[src/hw/rtl/ima_pkg.sv]
`timescale 1ns / 1ps
// ----------------------------------------------------------------------------
// ima_pkg
// Shared types and constants of the pair invariant-mass block.
// ----------------------------------------------------------------------------
package ima_pkg;

  localparam int ComponentBits = 16;
  localparam int SumBits       = ComponentBits + 1;
  localparam int SquareBits    = 2 * ComponentBits + 1;
  localparam int DiffBits      = 2 * ComponentBits + 3;
  localparam int RootBits      = ComponentBits + 2;
  localparam int RadBits       = 2 * RootBits;
  localparam int MassBits      = 17;

  localparam logic [MassBits-1:0] MassMax = '1;

  typedef enum logic [1:0] {
    KindReal = 2'd0,
    KindZero = 2'd1,
    KindImag = 2'd2
  } kind_e;

  typedef logic signed [ComponentBits-1:0] comp_t;

  typedef struct packed {
    comp_t energy_a;
    comp_t momx_a;
    comp_t momy_a;
    comp_t momz_a;
    comp_t energy_b;
    comp_t momx_b;
    comp_t momy_b;
    comp_t momz_b;
  } in_t;

  typedef struct packed {
    logic [MassBits-1:0] mass_magnitude;
    kind_e               interval_kind;
  } out_t;

  typedef struct packed {
    logic  valid;
    kind_e kind;
  } lane_ctrl_t;

endpackage

[src/hw/rtl/two_particle_invariant_mass.sv]
`timescale 1ns / 1ps
// ----------------------------------------------------------------------------
// two_particle_invariant_mass
// Invariant mass of the sum of two four-vectors.
// ----------------------------------------------------------------------------
// The block takes one pair of four-vectors per clock and returns one result
// per pair, fully pipelined: one stage for the component sums, one for the
// squares, one for E^2 and p^2, one for the compare and difference, one
// square-root cell per root bit (ComponentBits + 2 cells) and the output
// register. The whole pipeline holds while a result waits on a stalled
// output; otherwise a new pair is taken every cycle.
module two_particle_invariant_mass (
  input  logic          clk_i,
  input  logic          rst_ni,
  input  logic          in_valid_i,
  output logic          in_ready_o,
  input  ima_pkg::in_t  in_data_i,
  output logic          out_valid_o,
  input  logic          out_ready_i,
  output ima_pkg::out_t out_data_o
);

  localparam int Rw   = ima_pkg::RootBits;
  localparam int Aw   = ima_pkg::RadBits;
  localparam int Dw   = ima_pkg::DiffBits;
  localparam int Mw   = ima_pkg::MassBits;
  localparam int SatW = (Rw > Mw) ? Rw : Mw;

  logic                en;
  logic                out_valid_q;
  ima_pkg::out_t       out_data_q;
  logic [Dw-1:0]       diff;

  ima_pkg::lane_ctrl_t ctrl [Rw+1];
  logic [Aw-1:0]       rad  [Rw+1];
  logic [Rw-1:0]       rem  [Rw+1];
  logic [Rw-1:0]       root [Rw+1];

  logic [SatW-1:0]     root_w;
  logic [Mw-1:0]       mass_d;

  assign en         = !out_valid_q || out_ready_i;
  assign in_ready_o = en;

  ima_front u_front (
    .clk_i      (clk_i),
    .rst_ni     (rst_ni),
    .en_i       (en),
    .in_valid_i (in_valid_i),
    .in_data_i  (in_data_i),
    .ctrl_o     (ctrl[0]),
    .diff_o     (diff)
  );

  assign rad[0]  = Aw'(diff);
  assign rem[0]  = '0;
  assign root[0] = '0;

  for (genvar i = 0; i < Rw; i++) begin : g_cell
    ima_sqrt_cell u_cell (
      .clk_i  (clk_i),
      .rst_ni (rst_ni),
      .en_i   (en),
      .ctrl_i (ctrl[i]),
      .rad_i  (rad[i]),
      .rem_i  (rem[i]),
      .root_i (root[i]),
      .ctrl_o (ctrl[i+1]),
      .rad_o  (rad[i+1]),
      .rem_o  (rem[i+1]),
      .root_o (root[i+1])
    );
  end

  // saturate a root that outgrows the result field
  assign root_w = SatW'(root[Rw]);
  assign mass_d = (root_w > SatW'(ima_pkg::MassMax)) ? ima_pkg::MassMax : Mw'(root_w);

  always_ff @(posedge clk_i or negedge rst_ni) begin
    if (!rst_ni) begin
      out_valid_q <= 1'b0;
    end else if (en) begin
      out_valid_q <= ctrl[Rw].valid;
    end
  end

  always_ff @(posedge clk_i) begin
    if (en) begin
      out_data_q.mass_magnitude <= mass_d;
      out_data_q.interval_kind  <= ctrl[Rw].kind;
    end
  end

  assign out_valid_o = out_valid_q;
  assign out_data_o  = out_data_q;

endmodule

[src/hw/rtl/ima_front.sv]
`timescale 1ns / 1ps
// ----------------------------------------------------------------------------
// ima_front
// Sums the two four-vectors, squares the components, forms E^2 and p^2,
// classifies the interval and hands |E^2 - p^2| to the root chain.
// ----------------------------------------------------------------------------
module ima_front (
  input  logic                               clk_i,
  input  logic                               rst_ni,
  input  logic                               en_i,
  input  logic                               in_valid_i,
  input  ima_pkg::in_t                       in_data_i,
  output ima_pkg::lane_ctrl_t                ctrl_o,
  output logic [ima_pkg::DiffBits-1:0]       diff_o
);

  localparam int Sw = ima_pkg::SumBits;
  localparam int Qw = ima_pkg::SquareBits;
  localparam int Dw = ima_pkg::DiffBits;

  // stage 1: component sums
  logic                 s1_valid_q;
  logic signed [Sw-1:0] e_q, px_q, py_q, pz_q;
  // stage 2: squares
  logic                 s2_valid_q;
  logic [Qw-1:0]        esq_q, xsq_q, ysq_q, zsq_q;
  // stage 3: E^2 and p^2
  logic                 s3_valid_q;
  logic [Qw-1:0]        e2_q;
  logic [Dw-1:0]        p2_q;
  // stage 4: compare and magnitude of the difference
  ima_pkg::lane_ctrl_t  ctrl_q;
  logic [Dw-1:0]        diff_q;

  logic signed [2*Sw-1:0] esq_full, xsq_full, ysq_full, zsq_full;
  logic [Dw-1:0]          e2_ext;
  ima_pkg::kind_e         kind_d;

  assign esq_full = e_q * e_q;
  assign xsq_full = px_q * px_q;
  assign ysq_full = py_q * py_q;
  assign zsq_full = pz_q * pz_q;
  assign e2_ext   = Dw'(e2_q);

  always_comb begin
    if (e2_ext > p2_q) begin
      kind_d = ima_pkg::KindReal;
    end else if (e2_ext == p2_q) begin
      kind_d = ima_pkg::KindZero;
    end else begin
      kind_d = ima_pkg::KindImag;
    end
  end

  always_ff @(posedge clk_i or negedge rst_ni) begin
    if (!rst_ni) begin
      s1_valid_q <= 1'b0;
      s2_valid_q <= 1'b0;
      s3_valid_q <= 1'b0;
      ctrl_q     <= '{valid: 1'b0, kind: ima_pkg::KindZero};
    end else if (en_i) begin
      s1_valid_q   <= in_valid_i;
      s2_valid_q   <= s1_valid_q;
      s3_valid_q   <= s2_valid_q;
      ctrl_q.valid <= s3_valid_q;
      ctrl_q.kind  <= kind_d;
    end
  end

  always_ff @(posedge clk_i) begin
    if (en_i) begin
      e_q    <= Sw'(in_data_i.energy_a) + Sw'(in_data_i.energy_b);
      px_q   <= Sw'(in_data_i.momx_a) + Sw'(in_data_i.momx_b);
      py_q   <= Sw'(in_data_i.momy_a) + Sw'(in_data_i.momy_b);
      pz_q   <= Sw'(in_data_i.momz_a) + Sw'(in_data_i.momz_b);
      // a square of a sum never exceeds 2^(2*ComponentBits)
      esq_q  <= esq_full[Qw-1:0];
      xsq_q  <= xsq_full[Qw-1:0];
      ysq_q  <= ysq_full[Qw-1:0];
      zsq_q  <= zsq_full[Qw-1:0];
      e2_q   <= esq_q;
      p2_q   <= Dw'(xsq_q) + Dw'(ysq_q) + Dw'(zsq_q);
      diff_q <= (e2_ext >= p2_q) ? (e2_ext - p2_q) : (p2_q - e2_ext);
    end
  end

  assign ctrl_o = ctrl_q;
  assign diff_o = diff_q;

endmodule

[src/hw/rtl/ima_sqrt_cell.sv]
`timescale 1ns / 1ps
// ----------------------------------------------------------------------------
// ima_sqrt_cell
// One restoring square-root cell: takes two radicand bits, settles one root
// bit and passes radicand, remainder and partial root to the next cell.
// ----------------------------------------------------------------------------
module ima_sqrt_cell (
  input  logic                              clk_i,
  input  logic                              rst_ni,
  input  logic                              en_i,
  input  ima_pkg::lane_ctrl_t               ctrl_i,
  input  logic [ima_pkg::RadBits-1:0]       rad_i,
  input  logic [ima_pkg::RootBits-1:0]      rem_i,
  input  logic [ima_pkg::RootBits-1:0]      root_i,
  output ima_pkg::lane_ctrl_t               ctrl_o,
  output logic [ima_pkg::RadBits-1:0]       rad_o,
  output logic [ima_pkg::RootBits-1:0]      rem_o,
  output logic [ima_pkg::RootBits-1:0]      root_o
);

  localparam int Rw = ima_pkg::RootBits;
  localparam int Aw = ima_pkg::RadBits;

  ima_pkg::lane_ctrl_t ctrl_q;
  logic [Aw-1:0]       rad_q;
  logic [Rw-1:0]       rem_q, root_q;

  logic [Rw+1:0] rem_sh, trial, rem_dif, rem_d;
  logic          take;

  // remainder stays below 2^Rw up to the last cell, whose remainder is dead
  assign rem_sh  = {rem_i, rad_i[Aw-1 -: 2]};
  assign trial   = {root_i, 2'b01};
  assign take    = (rem_sh >= trial);
  assign rem_dif = rem_sh - trial;
  assign rem_d   = take ? rem_dif : rem_sh;

  always_ff @(posedge clk_i or negedge rst_ni) begin
    if (!rst_ni) begin
      ctrl_q <= '{valid: 1'b0, kind: ima_pkg::KindZero};
    end else if (en_i) begin
      ctrl_q <= ctrl_i;
    end
  end

  always_ff @(posedge clk_i) begin
    if (en_i) begin
      rad_q  <= {rad_i[Aw-3:0], 2'b00};
      rem_q  <= rem_d[Rw-1:0];
      root_q <= {root_i[Rw-2:0], take};
    end
  end

  assign ctrl_o = ctrl_q;
  assign rad_o  = rad_q;
  assign rem_o  = rem_q;
  assign root_o = root_q;

endmodule

[config.mk]
export PLATFORM = sky130hd
export DESIGN_NAME = two_particle_invariant_mass
export DESIGN_NICKNAME = d
export VERILOG_FILES = /design/src/hw/rtl/ima_pkg.sv /design/src/hw/rtl/two_particle_invariant_mass.sv /design/src/hw/rtl/ima_front.sv /design/src/hw/rtl/ima_sqrt_cell.sv
export SDC_FILE = /design/constraint.sdc
export NUM_CORES = 2
export LEC_CHECK = 0
export ABC_AREA = 0
export BUFFER_PORTS_ARGS = -buffer_cell sky130_fd_sc_hd__buf_2
export CAP_MARGIN = 15
export CORE_ASPECT_RATIO = 2
export CORE_MARGIN = 3
export CORE_UTILIZATION = 55
export DETAILED_ROUTE_END_ITERATION = 10
export PLACE_DENSITY = 0.74
export SLEW_MARGIN = 20
export SYNTH_ARGS = -nofsm -noshare
export SYNTH_HDL_FRONTEND = slang
export SYNTH_HIERARCHICAL = 1
export SYNTH_SLANG_ARGS = --single-unit
export TNS_END_PERCENT = 1
[constraint.sdc]
create_clock -name clk_i -period 44.1 [get_ports clk_i]
set_input_delay 2.205 -clock clk_i [delete_from_list [all_inputs] [get_ports clk_i]]
set_output_delay 2.205 -clock clk_i [all_outputs]
set_load 0.05 [all_outputs]
==> metrics <==
Mapped Cells=10,040; number of CTS-inserted buffers=between 100 and 150; htree depth=3; root buffer cell=clkbuf_16; Placer Congestion=0.9510; Max Cap Viol=0; 1st-iter DRT viols=about 3,900; DIE AREA=slightly above 0.2 sq mm; Critical Path Start Type=input port; clock-pin transition on the worst setup and hold timing paths=~70 ps; Syn Std Cell Area=0.1082 sq mm; Worst Min Path Start=g_cell[1].u_cell/rad_o[28]; max-slew violations=0; via count=~72,000; hold slack=between 300 and 400 ps; Routed WL=250,400 um; YS warnings=6; most frequent cells in the layout=inv_1, edfxtp_1, fa_1; first drt pass iteration count=7; dpl hpwl=around 200,000 um; DR DRC count=0; Hold WC Path Type=register to register; total gr overflow=0; FMAX=0.1205 GHz; share of layout cells above drive strength 1=about 6%; maximum clock path buffer count=3; IO Pins=153; DR vias/cell=5.609; Site Rows=229; fin util=between 50% and 60%; Fin. Hold Viols=0; Max-slew headroom=~27%; post-CTS sizing=0; final worst-path cycle share=about a fifth; Critical R2R Launch=u_front/pz_q[16]; FF-to-FF End=u_front/zsq_q[32]; largest net degree at the start of global routing=162; GRT Util Overall=roughly a quarter; worst reg-to-reg setup slack=36,380 ps; Sink Count=approximately 1,300; post-route ant nets=0; chip height=around 630 um; Crit path required time=between 40,000 and 50,000 ps; WL/cell=19.49 um; final setup skew=between 50 and 60 ps; arrival time at the worst endpoint=around 8700 ps; status=finished clean; Clk Latency, worst-skew pair=760 ps; RSZ-0062 raised after global routing=no; post-route minimum period=a little over 8000 ps; syn avg cell area=approximately 11 sq um; CTS Hold Buffers Added=0; port bufs=about 150; initial antenna violation count=2; WHS Path Cells=0; Final nets=12,290; Die X=about 320 um; vias in the first global route=78,980; Place WS=approximately 35,000 ps; synthesis-to-layout area growth=6.656%; Hold Path Sink=g_cell[2].u_cell/rad_o[30]; worst setup path class=input port to register; setup TNS=0 ps; # setup viols final=0; endpoint type of the worst setup path=register; first-pass GRT wire length=just under 400,000 um; CTS tree=yes; R2R depth=21; Max FO, Critical Path=roughly 160; Initial Util=between 50 and 60%; setup bufs post-CTS=0; setup ws final=between 30,000 and 40,000 ps; worst slew pin tran=roughly 1100 ps; most common cell after layout, fill and taps aside=inv_1; Core Area=0.1951 sq mm
==> stage by stage <==
step / instances / area (sq um)
floorplan: 10110 / 108400
finish: 12850 / 115400
global route: 12850 / 115400
CTS: 12840 / 115300
detailed placement: 12620 / 111200
global placement: 12620 / 111200
==> worst max path at each step <==
stage | slack (ps) | endpoint | start | cells after the start
5_1_grt | 35180 | g_cell[17].u_cell/root_o[14] | out_ready_i | 9
6_report | 35800 | out_data_o[2] | out_ready_i | 9
3_5_place_dp | 34810 | out_data_o[12] | out_ready_i | 9
3_3_place_gp | 35040 | out_data_o[13] | out_ready_i | 9
4_1_cts | 35680 | g_cell[17].u_cell/root_o[3] | out_ready_i | 9
2_1_floorplan | 6300 | g_cell[0].u_cell/ctrl_o[0] | out_ready_i | 2
==> final cells by class <==
cell class              instances  area [sq um]
clock inverters                90         978.4
well taps                    2541          3179
fillers                     15940         79760
diodes                          2         5.005
inverters                    2029          7616
flip-flops and latches       1314         39180
multi-input cells            6549         60250
repair buffers                187          1036
clock buffers                 134          3129
==> registers in the layout, indices dropped and copies added, names as in the netlist, 19 cells and up <==
register and flops:
g_cell.u_cell/ctrl_o 54, u_front/esq_q 32, g_cell.u_cell/root_o 324, u_front/e2_q 32
g_cell.u_cell/rad_o 306, u_front/xsq_q 32, u_front/zsq_q 32, g_cell.u_cell/rem_o 306
u_front/diff_o 35, u_front/ysq_q 32, u_front/p2_q 35, out_data_o 19
==> critical path, stage by stage <==
cell	delay, ps
buf_2	70
nand2b_4	480
buf_4	730
buf_4	790
buf_4	830
buf_4	820
buf_4	780
buf_12	610
buf_4	920
==> per-layer routing <==
metal	wire (um)	global-route usage, %	up-vias
met1	73370	20.95	35660
met4	25660	21.64	2
met3	6474	2.148	998
li1	-	-	33550
met5	17	0	-
met2	144900	51.07	1851
Power is not shown: default switching activity piles up to over one toggle a cycle in this logic, so the estimate is an artifact.
